<file path="config.mk">
export PLATFORM = sky130hd
export DESIGN_NAME = min_max_extract_integer_store
export DESIGN_NICKNAME = d
export VERILOG_FILES = /design/src/design/mmx_pkg.sv /design/src/design/mmx_datapath.sv /design/src/design/mmx_ctrl.sv /design/src/design/min_max_extract_integer_store.sv
export SDC_FILE = /design/constraint.sdc
export NUM_CORES = 2
export LEC_CHECK = 0
export BUFFER_PORTS_ARGS = -buffer_cell sky130_fd_sc_hd__buf_2
export CAP_MARGIN = 20
export CORE_ASPECT_RATIO = 0.75
export CORE_UTILIZATION = 63
export DETAILED_ROUTE_END_ITERATION = 8
export PLACE_DENSITY = 0.8
export SLEW_MARGIN = 15
export SYNTH_ARGS = -nofsm -noshare
export SYNTH_HDL_FRONTEND = slang
export SYNTH_SLANG_ARGS = --single-unit
</file>
<file path="constraint.sdc">
create_clock -name i_clk -period 7.01 [get_ports i_clk]
set_clock_uncertainty 0.1 [all_clocks]
set_input_delay 0.3505 -clock i_clk [delete_from_list [all_inputs] [get_ports i_clk]]
set_output_delay 0.3505 -clock i_clk [all_outputs]
set_load 0.01 [all_outputs]
</file>
<file path="src/design/mmx_pkg.sv">
// shared types and constants for the min/max extract integer store
package mmx_pkg;

    localparam logic [2:0] CMD_ADD       = 3'd0;
    localparam logic [2:0] CMD_TAKE_OLD  = 3'd1;
    localparam logic [2:0] CMD_TAKE_NEW  = 3'd2;
    localparam logic [2:0] CMD_TAKE_MAX  = 3'd3;
    localparam logic [2:0] CMD_TAKE_MIN  = 3'd4;
    localparam logic [2:0] CMD_AVERAGE   = 3'd5;
    localparam logic [2:0] CMD_SET_CAP   = 3'd6;

    localparam logic [1:0] ST_OK         = 2'd0;
    localparam logic [1:0] ST_EMPTY      = 2'd1;
    localparam logic [1:0] ST_FULL       = 2'd2;
    localparam logic [1:0] ST_REJECT     = 2'd3;

    localparam logic [1:0] REG_MIN_CAP   = 2'd0;
    localparam logic [6:0] MIN_CAP_RESET = 7'd8;

    typedef struct packed {
        logic capture;
        logic simple;
        logic sel_pos;
        logic scan_start;
        logic scan_step;
        logic div_start;
        logic div_step;
        logic div_end;
        logic fetch;
        logic take;
        logic shift_step;
        logic shrink;
        logic finish;
    } t_dp_cmd;

    typedef struct packed {
        logic multi;
        logic pos_cmd;
        logic avg_cmd;
        logic scan_done;
        logic div_done;
        logic shift_done;
    } t_dp_stat;

endpackage

</file>
<file path="src/design/mmx_datapath.sv">
// datapath: value memory, scan/accumulate, serial divider, capacity logic, result registers
module mmx_datapath
    import mmx_pkg::*;
#(
    parameter int DEPTH = 64
) (
    input  logic                i_clk,
    input  logic                i_rst_n,
    input  t_dp_cmd             i_cmd,
    output t_dp_stat            o_stat,
    input  logic [2:0]          i_command,
    input  logic signed [31:0]  i_operand,
    input  logic [6:0]          i_min_cap,
    output logic signed [31:0]  o_result_value,
    output logic [6:0]          o_capacity_now,
    output logic [6:0]          o_entry_count,
    output logic [1:0]          o_status
);

    localparam int AW  = (DEPTH > 1) ? $clog2(DEPTH) : 1;
    localparam int CW  = $clog2(DEPTH + 1);
    localparam int KW  = (CW > 7) ? CW : 7;
    localparam int SW  = 32 + CW;
    localparam int DCW = $clog2(SW);
    localparam logic [KW-1:0] DEPTH_K = KW'(DEPTH);
    localparam logic [CW-1:0] DEPTH_C = CW'(DEPTH);

    logic [31:0]          r_mem [DEPTH];
    logic [31:0]          r_rdata;
    logic [2:0]           r_cmd;
    logic [31:0]          r_operand;
    logic [CW-1:0]        r_count, n_count;
    logic [KW-1:0]        r_cap, n_cap;
    logic [CW-1:0]        r_idx;
    logic                 r_rd_vld;
    logic [AW-1:0]        r_rd_idx;
    logic [AW-1:0]        r_best_idx;
    logic signed [31:0]   r_best_val;
    logic signed [SW-1:0] r_acc;
    logic [SW-1:0]        r_quo;
    logic [CW-1:0]        r_rem;
    logic [DCW-1:0]       r_div_cnt;
    logic                 r_neg;
    logic [31:0]          r_result;
    logic [1:0]           r_status, n_status;
    logic [31:0]          r_out_result;
    logic [6:0]           r_out_cap;
    logic [6:0]           r_out_count;
    logic [1:0]           r_out_status;

    logic                 w_we;
    logic [AW-1:0]        w_waddr;
    logic [AW-1:0]        w_raddr;
    logic [31:0]          w_wdata;
    logic [CW-1:0]        w_last;
    logic [CW:0]          w_idx_nx;
    logic                 w_more;
    logic [CW:0]          w_trial;
    logic                 w_ge;
    logic [SW-1:0]        w_mag;
    logic [SW-1:0]        w_quo_neg;
    logic                 w_better;
    logic                 w_is_max;
    logic [KW:0]          w_grow;
    logic [KW:0]          w_grow_c;
    logic                 w_bad_cap;
    logic [CW-1:0]        w_cnew;
    logic [KW-1:0]        w_empty;
    logic [KW+1:0]        w_four_empty;
    logic [KW+1:0]        w_three_cap;
    logic [KW-1:0]        w_s1, w_s2, w_s3;

    assign w_last   = r_count - CW'(1);
    assign w_idx_nx = (CW+1)'(r_idx) + (CW+1)'(1);
    assign w_more   = w_idx_nx < (CW+1)'(r_count);
    assign w_is_max = (r_cmd == CMD_TAKE_MAX);

    assign o_stat.multi      = (r_cmd >= CMD_TAKE_OLD) && (r_cmd <= CMD_AVERAGE)
                               && (r_count != '0);
    assign o_stat.pos_cmd    = (r_cmd == CMD_TAKE_OLD) || (r_cmd == CMD_TAKE_NEW);
    assign o_stat.avg_cmd    = (r_cmd == CMD_AVERAGE);
    assign o_stat.scan_done  = r_rd_vld && ((CW'(r_rd_idx) + CW'(1)) == r_count);
    assign o_stat.div_done   = (r_div_cnt == DCW'(SW - 1));
    assign o_stat.shift_done = !w_more && !r_rd_vld;

    // memory ports
    always_comb begin
        w_raddr = r_idx[AW-1:0];
        if (i_cmd.fetch) begin
            w_raddr = r_best_idx;
        end else if (i_cmd.shift_step) begin
            w_raddr = w_idx_nx[AW-1:0];
        end
        w_we    = 1'b0;
        w_waddr = r_rd_idx;
        w_wdata = r_rdata;
        if (i_cmd.simple && r_cmd == CMD_ADD && r_count < DEPTH_C) begin
            w_we    = 1'b1;
            w_waddr = r_count[AW-1:0];
            w_wdata = r_operand;
        end else if (i_cmd.shift_step && r_rd_vld) begin
            w_we = 1'b1;
        end
    end

    always_ff @(posedge i_clk) begin
        if (w_we) begin
            r_mem[w_waddr] <= w_wdata;
        end
        r_rdata <= r_mem[w_raddr];
    end

    // running extreme, ties keep the older entry
    always_comb begin
        if (r_rd_idx == '0) begin
            w_better = 1'b1;
        end else if (w_is_max) begin
            w_better = $signed(r_rdata) > r_best_val;
        end else begin
            w_better = $signed(r_rdata) < r_best_val;
        end
    end

    // divider, one quotient bit per cycle
    assign w_trial   = {r_rem, r_quo[SW-1]};
    assign w_ge      = w_trial >= (CW+1)'(r_count);
    assign w_mag     = r_acc[SW-1] ? (~r_acc + SW'(1)) : r_acc;
    assign w_quo_neg = ~r_quo + SW'(1);

    // growth on add
    always_comb begin
        w_grow = (r_cap == '0) ? (KW+1)'(1) : ((KW+1)'(r_cap) << 1);
        if (w_grow > (KW+1)'(DEPTH)) begin
            w_grow = (KW+1)'(DEPTH);
        end
        w_grow_c = w_grow;
        if (w_grow < (KW+1)'(r_count) + (KW+1)'(1)) begin
            w_grow_c = (KW+1)'(r_count) + (KW+1)'(1);
        end
    end

    assign w_bad_cap = r_operand[31] || (r_operand > 32'(DEPTH))
                       || (r_operand < 32'(r_count));

    // shrink after take or average
    assign w_cnew       = o_stat.avg_cmd ? r_count : w_last;
    assign w_empty      = r_cap - KW'(w_cnew);
    assign w_four_empty = (KW+2)'(w_empty) << 2;
    assign w_three_cap  = ((KW+2)'(r_cap) << 1) + (KW+2)'(r_cap);
    always_comb begin
        w_s1 = r_cap >> 1;
        if (KW'(i_min_cap) > w_s1) begin
            w_s1 = KW'(i_min_cap);
        end
        w_s2 = w_s1;
        if (KW'(w_cnew) > w_s2) begin
            w_s2 = KW'(w_cnew);
        end
        w_s3 = (w_s2 > DEPTH_K) ? DEPTH_K : w_s2;
    end

    always_comb begin
        n_count  = r_count;
        n_cap    = r_cap;
        n_status = r_status;
        if (i_cmd.capture) begin
            n_status = ST_OK;
        end else if (i_cmd.simple) begin
            case (r_cmd)
                CMD_ADD: begin
                    if (r_count >= DEPTH_C) begin
                        n_status = ST_FULL;
                    end else begin
                        if (KW'(r_count) >= r_cap) begin
                            n_cap = w_grow_c[KW-1:0];
                        end
                        n_count = r_count + CW'(1);
                    end
                end
                CMD_TAKE_OLD, CMD_TAKE_NEW, CMD_TAKE_MAX, CMD_TAKE_MIN, CMD_AVERAGE: begin
                    n_status = ST_EMPTY;
                end
                CMD_SET_CAP: begin
                    if (w_bad_cap) begin
                        n_status = ST_REJECT;
                    end else begin
                        n_cap = KW'(r_operand[CW-1:0]);
                    end
                end
                default: begin
                end
            endcase
        end else if (i_cmd.shrink) begin
            n_count = w_cnew;
            if (w_four_empty >= w_three_cap) begin
                n_cap = w_s3;
            end
        end
    end

    always_ff @(posedge i_clk) begin
        if (!i_rst_n) begin
            r_count <= '0;
            r_cap   <= KW'(MIN_CAP_RESET);
        end else begin
            r_count <= n_count;
            r_cap   <= n_cap;
        end
    end

    always_ff @(posedge i_clk) begin
        r_status <= n_status;
        if (i_cmd.capture) begin
            r_cmd     <= i_command;
            r_operand <= i_operand;
            r_result  <= '0;
        end
        if (i_cmd.sel_pos) begin
            r_best_idx <= (r_cmd == CMD_TAKE_OLD) ? '0 : w_last[AW-1:0];
        end
        if (i_cmd.scan_start) begin
            r_idx      <= '0;
            r_rd_vld   <= 1'b0;
            r_acc      <= '0;
            r_best_idx <= '0;
        end
        if (i_cmd.scan_step) begin
            r_rd_vld <= r_idx < r_count;
            r_rd_idx <= r_idx[AW-1:0];
            if (r_idx < r_count) begin
                r_idx <= r_idx + CW'(1);
            end
            if (r_rd_vld) begin
                r_acc <= r_acc + SW'($signed(r_rdata));
                if (w_better) begin
                    r_best_val <= $signed(r_rdata);
                    r_best_idx <= r_rd_idx;
                end
            end
        end
        if (i_cmd.div_start) begin
            r_quo     <= w_mag;
            r_neg     <= r_acc[SW-1];
            r_rem     <= '0;
            r_div_cnt <= '0;
        end
        if (i_cmd.div_step) begin
            r_rem     <= w_ge ? CW'(w_trial - (CW+1)'(r_count)) : w_trial[CW-1:0];
            r_quo     <= {r_quo[SW-2:0], w_ge};
            r_div_cnt <= r_div_cnt + DCW'(1);
        end
        if (i_cmd.div_end) begin
            r_result <= r_neg ? w_quo_neg[31:0] : r_quo[31:0];
        end
        if (i_cmd.take) begin
            r_result <= r_rdata;
            r_idx    <= CW'(r_best_idx);
            r_rd_vld <= 1'b0;
        end
        if (i_cmd.shift_step) begin
            r_rd_vld <= w_more;
            r_rd_idx <= r_idx[AW-1:0];
            if (w_more) begin
                r_idx <= w_idx_nx[CW-1:0];
            end
        end
        if (i_cmd.finish) begin
            r_out_result <= r_result;
            r_out_cap    <= 7'(r_cap);
            r_out_count  <= 7'(r_count);
            r_out_status <= r_status;
        end
    end

    assign o_result_value = r_out_result;
    assign o_capacity_now = r_out_cap;
    assign o_entry_count  = r_out_count;
    assign o_status       = r_out_status;

endmodule

</file>
<file path="src/design/mmx_ctrl.sv">
// controller: sequences each command through the datapath and owns the handshakes
module mmx_ctrl
    import mmx_pkg::*;
(
    input  logic     i_clk,
    input  logic     i_rst_n,
    input  logic     i_in_valid,
    output logic     o_in_stall,
    output logic     o_out_valid,
    input  logic     i_out_stall,
    output t_dp_cmd  o_cmd,
    input  t_dp_stat i_stat
);

    typedef enum logic [3:0] {
        S_IDLE, S_DECODE, S_SCAN, S_DIVINIT, S_DIV, S_DIVEND,
        S_FETCH, S_TAKE, S_SHIFT, S_SHRINK, S_FINISH
    } t_state;

    t_state r_state, n_state;
    logic   r_out_valid;
    logic   w_out_free;

    assign w_out_free  = !r_out_valid || !i_out_stall;
    assign o_in_stall  = (r_state != S_IDLE);
    assign o_out_valid = r_out_valid;

    always_comb begin
        o_cmd   = '0;
        n_state = r_state;
        case (r_state)
            S_IDLE: begin
                if (i_in_valid) begin
                    o_cmd.capture = 1'b1;
                    n_state       = S_DECODE;
                end
            end
            S_DECODE: begin
                if (!i_stat.multi) begin
                    o_cmd.simple = 1'b1;
                    n_state      = S_FINISH;
                end else if (i_stat.pos_cmd) begin
                    o_cmd.sel_pos = 1'b1;
                    n_state       = S_FETCH;
                end else begin
                    o_cmd.scan_start = 1'b1;
                    n_state          = S_SCAN;
                end
            end
            S_SCAN: begin
                o_cmd.scan_step = 1'b1;
                if (i_stat.scan_done) begin
                    n_state = i_stat.avg_cmd ? S_DIVINIT : S_FETCH;
                end
            end
            S_DIVINIT: begin
                o_cmd.div_start = 1'b1;
                n_state         = S_DIV;
            end
            S_DIV: begin
                o_cmd.div_step = 1'b1;
                if (i_stat.div_done) begin
                    n_state = S_DIVEND;
                end
            end
            S_DIVEND: begin
                o_cmd.div_end = 1'b1;
                n_state       = S_SHRINK;
            end
            S_FETCH: begin
                o_cmd.fetch = 1'b1;
                n_state     = S_TAKE;
            end
            S_TAKE: begin
                o_cmd.take = 1'b1;
                n_state    = S_SHIFT;
            end
            S_SHIFT: begin
                o_cmd.shift_step = 1'b1;
                if (i_stat.shift_done) begin
                    n_state = S_SHRINK;
                end
            end
            S_SHRINK: begin
                o_cmd.shrink = 1'b1;
                n_state      = S_FINISH;
            end
            S_FINISH: begin
                if (w_out_free) begin
                    o_cmd.finish = 1'b1;
                    n_state      = S_IDLE;
                end
            end
            default: begin
                n_state = S_IDLE;
            end
        endcase
    end

    always_ff @(posedge i_clk) begin
        if (!i_rst_n) begin
            r_state     <= S_IDLE;
            r_out_valid <= 1'b0;
        end else begin
            r_state <= n_state;
            if (o_cmd.finish) begin
                r_out_valid <= 1'b1;
            end else if (!i_out_stall) begin
                r_out_valid <= 1'b0;
            end
        end
    end

endmodule

</file>
<file path="src/design/min_max_extract_integer_store.sv">
// add, set capacity and errors finish straight from decode without a scan
// take oldest/newest: fetch and take, then a one-entry-per-cycle close-up of later entries
// take largest/smallest: scan plus close-up through one memory port
// average: scan plus a one-bit-per-cycle divider
// one transaction at a time; a new one is taken while the previous result waits
// synchronous active-low reset: store empty, capacity and min_capacity = 8, memory not cleared
module min_max_extract_integer_store
    import mmx_pkg::*;
#(
    parameter int DEPTH = 64
) (
    input  logic               i_clk,
    input  logic               i_rst_n,
    input  logic               i_in_valid,
    output logic               o_in_stall,
    input  logic [2:0]         i_command,
    input  logic signed [31:0] i_operand,
    output logic               o_out_valid,
    input  logic               i_out_stall,
    output logic signed [31:0] o_result_value,
    output logic [6:0]         o_capacity_now,
    output logic [6:0]         o_entry_count,
    output logic [1:0]         o_status,
    input  logic               psel,
    input  logic               penable,
    input  logic               pwrite,
    input  logic [1:0]         paddr,
    input  logic [31:0]        pwdata,
    output logic [31:0]        prdata,
    output logic               pready
);

    t_dp_cmd    w_cmd;
    t_dp_stat   w_stat;
    logic [6:0] r_min_cap;

    assign pready = 1'b1;
    assign prdata = (paddr == REG_MIN_CAP) ? 32'(r_min_cap) : '0;

    always_ff @(posedge i_clk) begin
        if (!i_rst_n) begin
            r_min_cap <= MIN_CAP_RESET;
        end else if (psel && penable && pwrite && paddr == REG_MIN_CAP) begin
            r_min_cap <= pwdata[6:0];
        end
    end

    mmx_ctrl u_ctrl (
        .i_clk       (i_clk),
        .i_rst_n     (i_rst_n),
        .i_in_valid  (i_in_valid),
        .o_in_stall  (o_in_stall),
        .o_out_valid (o_out_valid),
        .i_out_stall (i_out_stall),
        .o_cmd       (w_cmd),
        .i_stat      (w_stat)
    );

    mmx_datapath #(.DEPTH(DEPTH)) u_dp (
        .i_clk          (i_clk),
        .i_rst_n        (i_rst_n),
        .i_cmd          (w_cmd),
        .o_stat         (w_stat),
        .i_command      (i_command),
        .i_operand      (i_operand),
        .i_min_cap      (r_min_cap),
        .o_result_value (o_result_value),
        .o_capacity_now (o_capacity_now),
        .o_entry_count  (o_entry_count),
        .o_status       (o_status)
    );

`ifndef SYNTH
    a_one_at_a_time: assert property (@(posedge i_clk) disable iff (!i_rst_n)
        (i_in_valid && !o_in_stall) |=> o_in_stall)
        else $error("transaction accepted while another is in flight");

    a_empty_result: assert property (@(posedge i_clk) disable iff (!i_rst_n)
        (o_out_valid && o_status == ST_EMPTY) |-> (o_result_value == '0))
        else $error("empty status with nonzero result");

    a_full_result: assert property (@(posedge i_clk) disable iff (!i_rst_n)
        (o_out_valid && (o_status == ST_FULL || o_status == ST_REJECT))
        |-> (o_result_value == '0))
        else $error("error status with nonzero result");
`endif

endmodule
</file>
After elaboration in Yosys (flattened, before gate mapping)
Memory sizes are Yosys's and may differ from the RTL's. A register that Yosys moved wholly into a read port is not among the register bits.
Index checks and enable logic that the tools add are counted.
- register bits: 287
- bits in writable memories: 2048
- input port bits: 76
- output and inout port bits: 83
- logic and storage cells: 221
- memories: 1
- add/subtract/negate cells: 13
- order comparisons: 18
- equal/unequal tests: 32
- multiplexer cells: 93
- bitwise operators: 3
- reductions and logical operators: 38
- memory list (memory ; depth ; width ; read ports ; clocked after Yosys merged registers in ; write ports ; line ; source):
    u_dp.r_mem ; 64 ; 32 ; 1 ; 1 ; 1 ; mmx_datapath.sv:28 ; logic [31:0] r_mem [DEPTH];
- operators with widths (kind ; count):
    $mux 39 ; 6
    $mux 7 ; 25
    $mux 32 ; 5
    $mux 6 ; 13
    $pmux 4 s11 ; 1
    $add 39x2->39 const B ; 1
    $add 39x32->39 ; 1
    $not 39->39 ; 1
    $add 32x1->32 const B ; 1
    $gt 32x32->1 ; 1
    $gt 32x7->1 const B ; 1
    $lt 32x32->1 ; 1
    $lt 32x7->1 ; 1
    $not 32->32 ; 1
    $mux 1 ; 27
    $mux 4 ; 6
    $add 7x1->8 const B ; 2
    $eq 4x3->1 const B ; 4
    $mux 8 ; 2
    $add 7x1->7 const B ; 2
    $pmux 7 s2 ; 1
    $sub 7x7->7 ; 2
    $eq 4x4->1 const B ; 3
    $ne 2x1->1 const B ; 6
    other kinds (48) ; 83

Logic depth before layout (Yosys ltp)
- word-level depth: 11
- gate-level depth with buffers: 23
- depth with buffers taken out: 21

Modules after synthesis
A second synthesis with hierarchy kept.
- cells, all modules: 5471
- area, all modules: 97848.8 um2
- modules (own cells, without submodules) (module ; times used ; cells an instance ; area each (um2) ; sequential area each (um2)):
    mmx_datapath ; 1 ; 5340 ; 96829.1 ; 69716.9
    min_max_extract_integer_store ; 1 ; 68 ; 553.0 ; 140.1
    mmx_ctrl ; 1 ; 63 ; 466.7 ; 100.1

Worst setup path after synthesis
OpenSTA, ideal clock, no wires.
- path type: reg-to-reg
- start: register u_ctrl.r_state[0]
- end: register u_dp.r_div_cnt[0] (enable)
- library setup time: 534 ps
- arrival time: 4656 ps
- path slack: 1720 ps
- cell stages (with the launch flop): 5
- cell sequence: dfxtp_1 -> clkbuf_1 -> buf_1 -> nand2_1 -> o21ai_0
- longest elaborated chain between the ends: 3
- elaborated cells between the ends (all ways): 5
- classes of those cells: eq/ne: 2; mux: 2; reduce/logical: 1
- RTL lines (item ; line ; source):
    from (decl) ; mmx_ctrl.sv:20 ; t_state r_state, n_state;
    from (signal assigned) ; mmx_ctrl.sv:105 ; r_state <= n_state;
    $eq 4x3->1 or $eq 4x2->1 (tied branches) ; mmx_ctrl.sv:31 ; case (r_state)
    $mux 1 ; mmx_ctrl.sv:31 ;
    $reduce_bool 2->1 (no line) (*) ; n/a ;
    to (signal assigned) ; mmx_datapath.sv:250 ; r_div_cnt <= r_div_cnt + DCW'(1);
    to (decl) ; mmx_datapath.sv:42 ; logic [DCW-1:0] r_div_cnt;
Every way passes the cells marked *; elsewhere a longest branch is shown, timed or not.
A chain may end at the register's enable or synchronous reset.

Final worst setup path
- start: register u_dp.r_count[0]
- end: memory u_dp.r_mem[8][15] (enable)
- longest elaborated chain between the ends: 9
- elaborated cells between the ends (all ways): 11
- classes of those cells: order compare: 1; mux: 6; reduce/logical: 4
- RTL lines (item ; line ; source):
    from (decl) ; mmx_datapath.sv:32 ; logic [CW-1:0] r_count, n_count;
    from (signal assigned) ; mmx_datapath.sv:206 ; r_count <= n_count;
    $reduce_bool 7->1 ; mmx_datapath.sv:79 ; && (r_count != '0);
    $logic_and 1x1->1 ; mmx_datapath.sv:79 ;
    $mux 1 ; mmx_ctrl.sv:39 ; if (!i_stat.multi) begin
    $mux 3 ; mmx_ctrl.sv:31 ;
    $logic_and 1x1->1 (2 in series) ; mmx_datapath.sv:97 ; if (i_cmd.simple && r_cmd == CMD_ADD && r_count < DEPTH_C) begin
    $mux 1 ; mmx_datapath.sv:97 ;
    $mux 1 ; mmx_datapath.sv:107 ; if (w_we) begin
    $mux 1 (implied by the code) ; mmx_datapath.sv:108 ; r_mem[w_waddr] <= w_wdata;
    to (decl) ; mmx_datapath.sv:28 ;
Several ways; a longest one is shown, not always the timed one.

==> results.toml <==
[status]
status = "complete, no violations"

[power_and_ir_drop]
peakVddDrop_mv = 0.437
intPower_mw = 31.9
powerDensity_nw_per_um2 = 477
pwr-share-clk_pct = 21.9
pwr-share-seq_pct = 37.3
p_switching_mw = 19.5
p_sw_share_pct = 37.9
comb_power_share_pct = 40.8
cellLeakagePower_nw = 35.0
power_mw = 51.4

[die]
fp-row-count = 123
fp.dieW_um = 454
core_area_um2 = 151000
io_pins = 159
initial_core_util_pct = 63.9
fp.dieH_um = 341
die-area_um2 = 155000

[final_layout]
multi_input_area_um2 = 25600
fill_cells = 8606
ff_latch_area_um2 = 70000
num-nets-final = 5806
drive_above_1_share_pct = 21.0
fin_util_pct = 71.4
finalNonFillerCells = 7753
area_growth_pct = 11.7

[route]
wl_per_cell_um = 33.4
drc = 0
wl_mm = 259
vias_per_cell = 7.07
vias = 54800
drt_iter0_drc = 8692
antenna_left = 0
dr.pass1.iters = 6

[sta]
tns_ns = 0
whs_ns = 0.0608
maxSlewHeadroom_pct = 22.5
setup_viol = 0
finalHoldViolations = 0
tightest_slew_ns = 1.16
fin_crit_sh_pct = 87.9
maxSlewViolCount = 0
finalCriticalPeriod_ns = 6.16
clock.fmax_ghz = 0.162
rsz0062_at_grt = "no"

[clock_network]
cts_buffer_depth = 3
clkTransAtPathRegs_ns = 0.06
cts_sinks = 2367
cts.htree.levels = 4
numCtsBuffers = 204
tritoncts = "done"
ctsResizeCount = 0
cts-root-buf = "clkbuf_16"
clk_latency_ns = 0.86
cts_setup_buffers = 0

[hold_path]
hp-class = "primary input to register"
holdPathStages = 4
hold_end = "r_min_cap[6]"
min_from = "penable"

[worst_setup_path]
cp_slowest_stage_delay_ns = 0.92
endpoint_kind = "register"
crit_top_cell = "buf_4"
worst-r2r-cell-count = 12
critPathBufInv = 4
slowest_stage = "nor2_4"
crit_fanout = 23
r2r_slack_ns = 0.85
worstSetupPathType = "register to register"
r2r-start = "u_dp.r_count[0]"
path_cells = "inv_1 > ha_1 > nor3b_1 > nand4_1 > a21oi_1 > buf_4 > nand2_2 > buf_4 > o31ai_1 > nand2_1 > nor2_4 > buf_4"
critical-path-top-delay-family = "simple AND/OR/NAND/NOR gates"
r2r_end = "u_dp.r_mem[8][15]"
cp.arrival_ns = 6.57
cp_data_required_time_ns = 7.42
start_kind = "register"

[global_route]
grt_pass1_vias = 53000
grt_first_pass_wirelength_mm = 371
grt_overflow = 0
track_usage_pct = 33.7
antenna_found_initial = 7
grt_max_degree = 118

[placement]
io_buffers = 107
dp_cells = 7318
dp_hpwl_mm = 152
place.gp.congestion = 0.943

[synthesis]
async_reset_ff_share_pct = 0
synth_seq_cells = 2367
ys_seq_area_share_pct = 72.6
synth_cell_types = 82
synth_edf_count = 2255
netlist_area_um2 = 96400
yosys_warnings = 0
synth_area_per_cell_um2 = 18.2
ys.flop_type = "edfxtp_1"
synthCells = 5297

[flow_run]
cap_violations = 0
==> synth_stat cells (11+ instances only) <==
master	number	area share [%]
a22oi_1	252	2.0
o21ai_1	16	0.083
xnor2_1	64	0.58
nor3_1	43	0.22
a21oi_1	239	1.2
or3_1	12	0.078
clkbuf_1	197	0.77
ha_1	153	2.0
nand4_1	18	0.12
a21o_1	30	0.23
o21a_1	15	0.12
o31ai_1	31	0.24
nand3_1	53	0.28
a211oi_1	20	0.16
nor2_1	184	0.72
mux2_2	36	0.42
and3_1	12	0.078
nor2b_1	19	0.12
o21ai_0	186	0.97
buf_1	49	0.19
a31oi_1	11	0.071
buf_4	27	0.21
xor2_1	87	0.79
mux2i_1	67	0.70
edfxtp_1	2255	70
and2_1	16	0.10
nor4_1	15	0.097
inv_1	89	0.35
nand2_1	308	1.2
dfxtp_1	112	2.3
mux4_2	506	12
nand2b_1	26	0.17
==> area by class of cell <==
type | count | area share, %
Sequential cell | 2367 | 65.0
Multi-Input combinational cell | 2581 | 23.8
Clock buffer | 264 | 5.11
Timing Repair Buffer | 328 | 2.47
Tap cell | 2000 | 2.33
Clock inverter | 120 | 0.981
Inverter | 91 | 0.317
Antenna cell | 2 | 0.00465
==> worst max-delay path by stage <==
stage	from	endpoint	slack, ns	depth (start not counted)
2_1_floorplan	u_ctrl.r_state[0]	u_dp.r_div_cnt[0]	1.72	4
3_3_place_gp	u_dp.r_count[0]	u_dp.r_mem[8][11]	1.07	12
3_5_place_dp	u_dp.r_count[0]	u_dp.r_mem[8][11]	1.07	12
4_1_cts	u_dp.r_count[0]	u_dp.r_mem[8][6]	0.97	12
5_1_grt	u_dp.r_count[0]	u_dp.r_mem[8][15]	0.61	12
6_report	u_dp.r_count[0]	u_dp.r_mem[8][15]	0.85	12
==> metal layers <==
metal / vias to the layer above / share of wire (%) / global-route usage (%)
met5: - / 0.011 / 0
met4: 4 / 3.9 / 12.6
met3: 598 / 14 / 9.54
met2: 4396 / 45 / 49.7
met1: 27800 / 37 / 48.5
li1: 22000 / - / -
==> cell usage in the layout, fill, tap and decap left out, types with 67 or more instances in the layout <==
master / instances
dfxtp_1: 112
nand2_1: 307
buf_2: 107
mux2i_1: 67
nor2_1: 115
xor2_1: 87
mux4_2: 506
nor2_4: 68
inv_1: 89
o21ai_0: 184
edfxtp_1: 2255
ha_1: 153
a21oi_1: 237
a22oi_1: 252
clkbuf_16: 208
buf_4: 149
==> worst reg2reg max path, cell delays in order, from the launching register on <==
cell     delay [ns]
dfxtp_1        0.31
inv_1          0.34
ha_1           0.29
nor3b_1        0.43
nand4_1        0.30
a21oi_1        0.20
buf_4          0.20
nand2_2        0.31
buf_4          0.39
o31ai_1        0.86
nand2_1        0.73
nor2_4         0.93
buf_4          0.44
==> what timing repair did <==
action,4_1_cts,5_1_grt
endpoints found under the setup margin,0,0
endpoints found under the hold margin,67,0
hold buffers,45,0
==> metrics by stage <==
stage / setup WS, ns / cell area, um^2
6_report: 0.851 / 108000
5_1_grt: 0.608 / 108000
4_1_cts: 0.966 / 108000
3_5_place_dp: 1.07 / 101000
3_3_place_gp: 1.07 / 100000
2_1_floorplan: 1.72 / 96500
==> sequential cells by signal, indices dropped and copies added, names as in the netlist, 2 cells and up <==
name                 flops
u_dp.r_result           32
u_dp.r_best_val         32
u_dp.r_rdata            32
u_dp.r_rem               7
u_dp.r_operand          32
u_dp.r_count             7
u_ctrl.r_state           4
u_dp.r_status            2
u_dp.r_acc              39
u_dp.o_result_value     32
u_dp.r_quo              39
u_dp.r_mem            2048
u_dp.o_entry_count       7
u_dp.o_capacity_now      7
r_min_cap                7
u_dp.o_status            2
u_dp.r_cap               7
u_dp.r_rd_idx            6
u_dp.r_cmd               3
u_dp.r_div_cnt           6
u_dp.r_idx               7
u_dp.r_best_idx          6
==> power groups by stage <==
stage          Combinational, mW  Sequential [mW]  Clock (mW)
6_report                    21.0             19.2        11.3
3_5_place_dp                20.1             19.4           0
2_1_floorplan               12.9             18.9           0
4_1_cts                     20.4             19.1        11.3
3_3_place_gp                19.5             19.4           0
5_1_grt                     21.9             19.2        11.8
==> cells by family (layout without fill, tap and decap cells) <==
family / Yosys count / count (layout) / synth area share (%)
mux: 609 / 609 / 12.9
buf+inv: 374 / 803 / 1.57
fa+ha+maj: 160 / 160 / 2.10
xor+xnor: 151 / 151 / 1.37
other cells: 2 / 29 / 0.00779
flops: 2367 / 2367 / 72.6
compound gates: 892 / 892 / 5.91
simple gates: 742 / 742 / 3.50
No activity file was read; power rests on OpenSTA's default activity.
